[src/rtl/pcmf_pkg.sv]
package pcmf_pkg;

    // Sample encodings held in the encoding register.
    typedef enum logic [2:0] {
        ENC_INT16   = 3'd0,
        ENC_PACK24  = 3'd1,
        ENC_IN32_24 = 3'd2,
        ENC_INT32   = 3'd3,
        ENC_FLOAT32 = 3'd4
    } enc_t;

    // Register indexes on the configuration port.
    localparam logic REG_ENCODING = 1'b0;
    localparam logic REG_CHANNELS = 1'b1;

    localparam logic [3:0] MONO_CHANNELS = 4'd1;
    localparam logic [3:0] RESET_CHANNELS = 4'd2;

    // Values after the front stage of a lane: sign, magnitude and scale.
    typedef struct packed {
        logic        zero;
        logic        pass;
        logic        sign;
        logic [31:0] mag;
        logic [4:0]  shift;
        logic [31:0] raw;
    } lane_mid_t;

endpackage

[src/rtl/pcmf_lane.sv]
module pcmf_lane
(
    input  logic                 clk,
    input  logic                 rst_n,
    input  logic                 en,
    input  logic [2:0]           encoding,
    input  logic [31:0]          word,
    output logic [31:0]          result
);
    import pcmf_pkg::*;

    lane_mid_t mid_next;
    lane_mid_t mid_reg;
    logic signed [32:0] sval;
    logic [4:0]  msb;
    logic [31:0] norm;
    logic        rnd_up;
    logic [24:0] mant;
    logic [8:0]  expo;
    logic [31:0] fbits;

    // Front stage: pick the signed value and its power-of-two scale.
    always_comb
    begin
        sval = '0;
        mid_next.shift = 5'd31;
        mid_next.pass = 1'b0;
        mid_next.raw = word;
        case (encoding)
            ENC_INT16:
            begin
                sval = 33'(signed'(word[15:0]));
                mid_next.shift = 5'd15;
            end
            ENC_PACK24:
            begin
                sval = 33'(signed'(word[23:0]));
                mid_next.shift = 5'd23;
            end
            ENC_IN32_24:
            begin
                sval = 33'(signed'(word));
                if (word[31:23] == 9'h000 || word[31:23] == 9'h1FF)
                begin
                    mid_next.shift = 5'd23;
                end
            end
            ENC_INT32:
            begin
                sval = 33'(signed'(word));
            end
            ENC_FLOAT32:
            begin
                mid_next.pass = 1'b1;
            end
            default:
            begin
                mid_next.raw = '0;
                mid_next.pass = 1'b1;
            end
        endcase
        mid_next.sign = sval[32];
        mid_next.mag = sval[32] ? 32'(-sval) : sval[31:0];
        mid_next.zero = (sval == '0);
    end

    always_ff @(posedge clk or negedge rst_n)
    begin
        if (!rst_n)
        begin
            mid_reg <= '0;
        end
        else if (en)
        begin
            mid_reg <= mid_next;
        end
    end

    // Back stage: normalise, round to nearest even and assemble the bits.
    always_comb
    begin
        msb = '0;
        for (int i = 0; i < 32; i++)
        begin
            if (mid_reg.mag[i])
            begin
                msb = 5'(i);
            end
        end
        norm = mid_reg.mag << (5'd31 - msb);
        rnd_up = norm[7] && (norm[6:0] != '0 || norm[8]);
        mant = {1'b0, norm[31:8]} + 25'(rnd_up);
        expo = 9'(msb) + 9'd127 - 9'(mid_reg.shift);
        if (mant[24])
        begin
            expo = expo + 9'd1;
        end
        fbits = {mid_reg.sign, expo[7:0], mant[24] ? mant[23:1] : mant[22:0]};
        if (mid_reg.pass)
        begin
            result = mid_reg.raw;
        end
        else if (mid_reg.zero)
        begin
            result = '0;
        end
        else
        begin
            result = fbits;
        end
    end

endmodule

[src/rtl/pcm_frame_to_stereo_float_core.sv]
// An accepted input passes the lane front-stage register, then the output register.
// Throughput: one frame per cycle if not stalled; both lanes convert in parallel,
// each a two-stage pipeline (sign and scale selection, then normalise and round).
// Reset: asynchronous, active low; encoding returns to int16, channel count to
// two, and the pipeline empties.
module pcm_frame_to_stereo_float_core
(
    input  logic        clk,
    input  logic        rst_n,
    input  logic        psel,
    input  logic        penable,
    input  logic        pwrite,
    input  logic [2:0]  paddr,
    input  logic [31:0] pwdata,
    output logic [31:0] prdata,
    output logic        pready,
    input  logic        s_axis_tvalid,
    output logic        s_axis_tready,
    input  logic [63:0] s_axis_tdata,  // first_channel_word, second_channel_word
    input  logic        s_axis_tlast,  // frame_is_last
    output logic        m_axis_tvalid,
    input  logic        m_axis_tready,
    output logic [63:0] m_axis_tdata,  // left_float_bits, right_float_bits
    output logic        m_axis_tlast   // result_is_last
);
    import pcmf_pkg::*;

    logic [2:0]  enc_reg;
    logic [3:0]  chan_reg;
    logic        v1_reg, v2_reg;
    logic        l1_reg, l2_reg;
    logic        mono1_reg;
    logic        adv;
    logic        wr;
    logic [31:0] left_bits, right_bits;
    logic [31:0] res_l_reg, res_r_reg;

    // Configuration registers.
    assign pready = 1'b1;
    assign wr = psel && penable && pwrite;
    always_ff @(posedge clk or negedge rst_n)
    begin
        if (!rst_n)
        begin
            enc_reg <= ENC_INT16;
            chan_reg <= RESET_CHANNELS;
        end
        else if (wr && paddr[1:0] == 2'b00)
        begin
            if (paddr[2] == REG_ENCODING)
            begin
                enc_reg <= pwdata[2:0];
            end
            else if (paddr[2] == REG_CHANNELS)
            begin
                chan_reg <= pwdata[3:0];
            end
        end
    end
    assign prdata = (paddr[2] == REG_CHANNELS) ? {28'd0, chan_reg} : {29'd0, enc_reg};

    // The whole pipeline advances when the output stage is free or drains.
    assign adv = !v2_reg || m_axis_tready;
    assign s_axis_tready = adv;

    pcmf_lane u_lane_l
    (
        .clk(clk), .rst_n(rst_n), .en(adv), .encoding(enc_reg),
        .word(s_axis_tdata[31:0]), .result(left_bits)
    );
    pcmf_lane u_lane_r
    (
        .clk(clk), .rst_n(rst_n), .en(adv), .encoding(enc_reg),
        .word(s_axis_tdata[63:32]), .result(right_bits)
    );

    // Pipeline control and merging stage.
    always_ff @(posedge clk or negedge rst_n)
    begin
        if (!rst_n)
        begin
            v1_reg <= 1'b0;
            v2_reg <= 1'b0;
        end
        else if (adv)
        begin
            v1_reg <= s_axis_tvalid;
            v2_reg <= v1_reg;
        end
    end

    always_ff @(posedge clk)
    begin
        if (adv)
        begin
            l1_reg <= s_axis_tlast;
            mono1_reg <= (chan_reg == MONO_CHANNELS);
            l2_reg <= l1_reg;
            res_l_reg <= left_bits;
            res_r_reg <= mono1_reg ? left_bits : right_bits;
        end
    end

    assign m_axis_tvalid = v2_reg;
    assign m_axis_tdata = {res_r_reg, res_l_reg};
    assign m_axis_tlast = l2_reg;

    a_hold: assert property (@(posedge clk) disable iff (!rst_n)
        m_axis_tvalid && !m_axis_tready |=> m_axis_tvalid)
        else $error("output dropped while stalled");
    a_ready: assert property (@(posedge clk) disable iff (!rst_n)
        !m_axis_tvalid |-> s_axis_tready)
        else $error("input stalled with empty output stage");
    a_flow: assert property (@(posedge clk) disable iff (!rst_n)
        s_axis_tvalid && s_axis_tready |=> v1_reg)
        else $error("accepted transaction lost");

endmodule
[config.mk]
export PLATFORM = sky130hd
export DESIGN_NAME = pcm_frame_to_stereo_float_core
export DESIGN_NICKNAME = d
export VERILOG_FILES = /design/src/rtl/pcmf_pkg.sv /design/src/rtl/pcmf_lane.sv /design/src/rtl/pcm_frame_to_stereo_float_core.sv
export SDC_FILE = /design/constraint.sdc
export NUM_CORES = 1
export LEC_CHECK = 0
export BUFFER_PORTS_ARGS = -buffer_cell sky130_fd_sc_hd__buf_2
export CELL_PAD_IN_SITES_DETAIL_PLACEMENT = 1
export CELL_PAD_IN_SITES_GLOBAL_PLACEMENT = 2
export CORE_MARGIN = 2
export CORE_UTILIZATION = 39
export CTS_CLUSTER_DIAMETER = 150
export DETAILED_ROUTE_END_ITERATION = 16
export PLACE_DENSITY = 0.87
export SLEW_MARGIN = 20
export SYNTH_ARGS = -nofsm -noshare
export SYNTH_HDL_FRONTEND = slang
export SYNTH_SLANG_ARGS = --single-unit
[constraint.sdc]
create_clock -name clk -period 15.3 [get_ports clk]
set_clock_uncertainty 0.2 [all_clocks]
set_input_delay 1.53 -clock clk [delete_from_list [all_inputs] [get_ports clk]]
set_output_delay 1.53 -clock clk [all_outputs]
set_load 0.005 [all_outputs]
; ---- Word level (Yosys, flattened, before mapping)
; Cells that the tools add are included.
[totals]
regBits = 219
output_inout_bits = 100
[op_classes]
n_addsub = 12
eq_ne = 7
n_shift = 2
muxes = 83
n_bitwise = 1
reduce_logical = 24
[op_table]
columns = operator, count
row1 = $mux 32, 9
row2 = $pmux 33 s3, 2
row3 = $mux 5, 32
row4 = $mux 4, 19
row5 = $logic_not 33->1, 2
row6 = $neg 32->32, 2
row7 = $shl 32x5->32, 2
row8 = $add 24x1->25, 2
row9 = $mux 23, 2
row10 = $pmux 5 s3, 2
row11 = $mux 3, 8
row12 = $eq 9x9->1 const B, 2
row13 = $logic_not 9->1, 2
row14 = $add 5x7->8 const B, 2
row15 = $add 8x1->8 const B, 2
row16 = $mux 8, 2
row17 = $sub 8x5->8, 2
row18 = $reduce_bool 7->1, 2
row19 = $sub 5x5->5 const A, 2
row20 = $mux 2, 4
row21 = $eq 3x2->1 const B, 2
row22 = $logic_and 1x1->1, 5
row23 = $logic_or 1x1->1, 5
row24 = $reduce_or 5->1, 1
row25 = 11 further kinds, 14

; ---- Depth between registers and ports, before layout
[depth]
word_depth = 41
mapped_depth = 23
ltp_nobuf = 19

; ---- Hierarchy
; From an unflattened synthesis, not the netlist that was laid out.
[unflattened]
hier_cells = 2140
area_unflattened_um2 = 17857.1
[by_module_without_submodules]
columns = mod, instances, cells_each, area_per_inst_um2
row1 = pcmf_lane at u_lane_r, 1, 999, 7563.5
row2 = pcmf_lane at u_lane_l, 1, 979, 7250.7
row3 = pcm_frame_to_stereo_float_core, 1, 162, 3042.9

; ---- Worst setup path before layout
; No wires, ideal clock.
[synth_path]
path_type = input to output
start = in m_axis_tready
end = out s_axis_tready
arrival_time_ns = 3.912
t_required_ns = 13.570
slack_ns = 9.658
stages = 4
path_buffers = 2
path_cell_list = nor2b_1 clkbuf_1 inv_2 clkbuf_1
[synth_between]
elab_chain_cells = 1
[synth_lines]
columns = item, line_no
row1 = start: declaration, pcm_frame_to_stereo_float_core.sv:22  ; input logic m_axis_tready,
row2 = $logic_or 1x1->1, pcm_frame_to_stereo_float_core.sv:63  ; assign adv = !v2_reg || m_axis_tready;
row3 = end: declaration, pcm_frame_to_stereo_float_core.sv:18  ; output logic s_axis_tready,
; Every way passes these cells.

; ---- Worst setup path in the final report
[layout_path]
start = reg u_lane_r.mid_reg[61] in the netlist's numbering
end = reg res_r_reg[4], data pin
[layout_between]
elab_chain_cells = 18
[layout_lines]
columns = item, line_no
row1 = start: declaration, pcmf_lane.sv:13  ; lane_mid_t mid_reg;
row2 = start signal: assignment, pcmf_lane.sv:75  ; mid_reg <= mid_next;
row3 = $mux 5 (8 in series), pcmf_lane.sv:85  ; if (mid_reg.mag[i])
row4 = $sub 5x5->5, pcmf_lane.sv:90  ; norm = mid_reg.mag << (5'd31 - msb);
row5 = $shl 32x5->32 *, pcmf_lane.sv:90
row6 = $reduce_bool 7->1, pcmf_lane.sv:91  ; rnd_up = norm[7] && (norm[6:0] != '0 || norm[8]);
row7 = $logic_or 1x1->1, pcmf_lane.sv:91
row8 = $logic_and 1x1->1, pcmf_lane.sv:91
row9 = $add 24x1->25 *, pcmf_lane.sv:92  ; mant = {1'b0, norm[31:8]} + 25'(rnd_up);
row10 = $mux 23 *, pcmf_lane.sv:98  ; fbits = {mid_reg.sign, expo[7:0], mant[24] ? mant[23:1] : mant[22:0]};
row11 = $mux 32 *, pcmf_lane.sv:103  ; else if (mid_reg.zero)
row12 = $mux 32 *, pcmf_lane.sv:99  ; if (mid_reg.pass)
row13 = $mux 32 *, pcm_frame_to_stereo_float_core.sv:100  ; res_r_reg <= mono1_reg ? left_bits : right_bits;
row14 = end signal: assignment, pcm_frame_to_stereo_float_core.sv:100
row15 = end: declaration, pcm_frame_to_stereo_float_core.sv:36  ; logic [31:0] res_l_reg, res_r_reg;
; Every way passes the cells marked *; elsewhere a longest branch is shown, timed or not.
; A chain may end at the register's enable or synchronous reset.

==> summary by stage <==
Run status
The run finished with clean final reports.

Detailed routing
Once detail routing completed, the nets flagged for antenna violations numbered 0. The DRC marker count from the first detailed-route iteration is 1775. The routed via count is 17670.

In the final routed layout, each cell accounts on average for 26.17 µm. After detailed routing, the number of remaining DRC violations is 0. The average via count per standard cell is 6.436. The detailed-route wire length is 71.88 mm. The count of TritonRoute iterations in the first routing pass is 5.

Layout
The number of filler instances in the final layout is 5306. The count of placed standard cells in the final layout, fillers left out is 2746. The library cell used most frequently in the layout, excluding fill and tap cells, is sky130_fd_sc_hd__nand2_1.

The net count of the finished layout is 2257. The utilization of the core after routing is 43.11%. The top cell types in the final layout, fill and taps aside, are sky130_fd_sc_hd__nand2_1, sky130_fd_sc_hd__nor2_1, sky130_fd_sc_hd__a21oi_1. The register with the most flip-flops in the layout has 68 of them. In the final layout, the share of cells above drive strength 1 is 15.01%. Relative to the synthesized area, the layout overhead comes to 9.800%.

Timing
The top achievable clock speed is 145.2 MHz. Measured against its own limit, the worst slew margin works out to 25.78%. After layout, the minimum clock period comes to 6.889 ns. Summed over all failing endpoints, the final setup total negative slack is 0 ns.

The final count of negative-setup-slack endpoints is 0. The final hold violation count is 0. Setup repair after global routing left no endpoint under its margin. The final critical-path share of the clock period is 45.02%. The max-slew violation total from the final report came to 0.

The transition time at the pin with the least slew margin is 1.107 ns.

CTS
In this run, post-CTS repair resized a total of 0 instances. The clock latency on the worst-skew pair is 0.58 ns. The tree built by TritonCTS fans out to 213 sinks.

The TritonCTS buffer count is 26. The CTS tree is done. The clock-pin slew on the worst setup and hold paths is 0.06 ns. The buffer depth of the longest clock path is 3.

In this run the number of H-tree levels came out at 1. In this run the post-CTS setup repair buffer count came out at 0. The count of hold buffers inserted by post-cts repair is 0. The cell chosen for the clock root is sky130_fd_sc_hd__clkbuf_16.

Synth
The primary flip-flop cell chosen by synthesis mapping is sky130_fd_sc_hd__dfrtp_1. The proportion of netlist area held by the largest area contributor is 20.99%. Yosys attributes the largest share of cell area to sky130_fd_sc_hd__dfrtp_1, sky130_fd_sc_hd__edfxtp_1, sky130_fd_sc_hd__nand2_1, sky130_fd_sc_hd__a21oi_1, sky130_fd_sc_hd__o21ai_0. The fraction of the mapped netlist area in simple logic gates is 20.37%.

The main combinational cell family by area after synthesis is compound AO/OA/AOI/OAI gates. The adder-cell share of the synthesized area is 1.390%. Synthesis produced a netlist whose cell count is 2084. Each instance of the synthesized netlist takes up on average 8.295 µm². The count of flip-flops with a built-in enable after synthesis is 67.

The compound-cell area share of the yosys netlist is 30.04%. Of the total synthesized cell area, the portion taken by XOR and XNOR cells is 3.851%. In the synthesized netlist the async set-or-reset flop fraction comes to 68.54%. The number of different library cells used by synthesis comes to 111. The count of state elements after synthesis is 213. The portion of the post-synthesis area used by sequential elements is 32.78%. Multiplexer cells account for 5.110% of the synthesized area. The biggest area contributor in the post-synthesis netlist is sky130_fd_sc_hd__dfrtp_1. During synthesis, Yosys emitted a total of 0 warnings. The mapped cell area is 0.01729 mm².

Global routing
Entering global routing, the biggest net connects 93 pins. The total overflow left after global routing is 0. The initial antenna violation count was 4. The global-route wire length before repair is 108.8 mm. For this run, the total global-route usage over all layers was measured as 30.36%. The via count of the first global-routing pass is 17030.

Placed design
The count of buffers inserted at the top-level ports is 149. Summed over all nets, the half-perimeter wirelength after detailed placement is 54.20 mm. Once placement completed, the tool counted placed cells totaling 2696. The congestion estimate from routability-driven global placement came to 0.9235.

Floorplan
During I/O placement, the number of pins put on the boundary was 207. The core region is 0.04403 mm². The floorplan has 77 rows. The x dimension of the die is 214.5 µm. The die covers 0.04603 mm².

The floorplan step set the die height to 214.5 µm. Once the floorplan was initialized, standard cells occupied 39.26% of the core.

Critical path
STA classifies the critical path startpoint as a flip-flop. The worst stage delay on the critical path is 0.74 ns. Data on the critical path arrives at its endpoint at 6.94 ns. The maximum fanout along the worst path is 29. By startpoint and endpoint, the worst setup path is classified as flip-flop to flip-flop.

The worst setup path is captured at a flip-flop. Among all stages on the critical path, the largest delay is contributed by sky130_fd_sc_hd__nor4_2. At the worst endpoint, the required time is 15.35 ns.

The critical path goes through nor4_2 -> nand2_1 -> nor2_2 -> buf_4 -> inv_1 -> or4_1 -> nand3_1 -> and3_1 -> ha_1 -> nor2b_1 -> a32oi_1 -> nor4_2 -> nor4b_4 -> and3_1 -> nor2_4 -> a32oi_1 -> a22oi_1.

Pwr
For this design the ratio of total power to cell area is 241.1 mW/mm². The static leakage is 0.007568 µW. The worst-case vdd ir drop is 0.09316 mV.

Worst hold path
In this run the worst hold path is classified as flip-flop to flip-flop.

Job
The max capacitance violation total is 0.
final timing paths:
| check | depth (start not counted) | end | startpoint | slack, ns |
|---|---|---|---|---|
| worst max-delay path | 17 | res_r_reg[4] | u_lane_r.mid_reg[61] | 8.41 |
| worst min-delay path | 0 | m_axis_tlast | l1_reg | 0.23 |
| worst max register to register | 17 | res_r_reg[4] | u_lane_r.mid_reg[61] | 8.41 |
| worst min register to register | 0 | m_axis_tlast | l1_reg | 0.23 |
| max in group asynchronous | 2 | enc_reg[2] | rst_n | 12.78 |
| min in group asynchronous | 1 | u_lane_l.mid_reg[57] | rst_n | 0.86 |
cells in the mapped netlist (all sizes together) (18+ instances only):
library cell and number:
a22o 76, nand2 245, nand3 78, inv 42, dfrtp 145, o21ai 149
xnor2 32, a211oi 32, nand2b 18, mux2i 35, o211ai 40, a22oi 31
nor2 176, o31ai 22, buf 87, a21oi 165, mux2 29, nor4 33
nand4 23, xor2 44, clkbuf 94, a31oi 34, edfxtp 67, nor3 65
o21a 19
cell type report:
type	instances	area (µm²)	area share [%]
Antenna cell	2	5.005	0.02637
Clock buffer	29	661.9	3.487
Clock inverter	19	150.1	0.7910
Inverter	44	172.7	0.9097
Multi-Input combinational cell	1673	10640	56.06
Sequential cell	213	5669	29.87
Tap cell	592	740.7	3.902
Timing Repair Buffer	174	939.7	4.951
critical path, delay by kind of cell, from the launching register on:
kind | cells | cell delay (ns)
and+or+nand+nor | 11 | 3.91
AOI/OAI and AO/OA | 3 | 0.92
buffers and inverters | 2 | 0.80
DFF | 1 | 0.47
adders and majority gates | 1 | 0.22
per-stage QoR:
step	cell area (µm²)	worst slack [ns]	hold WS, ns	power (µW)
after global placement	18160	8.712	0.2109	3818
after CTS	18980	8.515	0.2381	4500
final	18980	8.411	0.2329	4575
after global routing	18980	8.076	0.2527	4826
after detailed placement	18160	8.558	0.2148	3886
after floorplan	17390	9.658	0.2003	2978
power by group:
| group | internal (µW) | switching, µW |
|---|---|---|
| registers | 785 | 219 |
| logic | 991 | 1980 |
| clock network | 330 | 266 |
| total | 2110 | 2470 |
per-layer routing:
layer / share of wire (%) / GRT usage, % / up-vias
met5: 0.032 / 0 / -
met3: 8.6 / 4.879 / 95
met4: 2.8 / 8.218 / 4
li1: - / - / 7912
met1: 48 / 47.29 / 8899
met2: 41 / 42.87 / 764
cell families (layout without fill, tap and decap cells):
logic type                 after synthesis  in the layout
xor gates and xnor gates                76             76
DFF                                    213            213
and+or+nand+nor                        732            732
muxes                                   73             73
AOI/OAI and AO/OA                      745            745
other                                    2             31
buffers and inverters                  225            266
adders and majority gates               18             18
No activity file was read; power rests on OpenSTA's default activity.
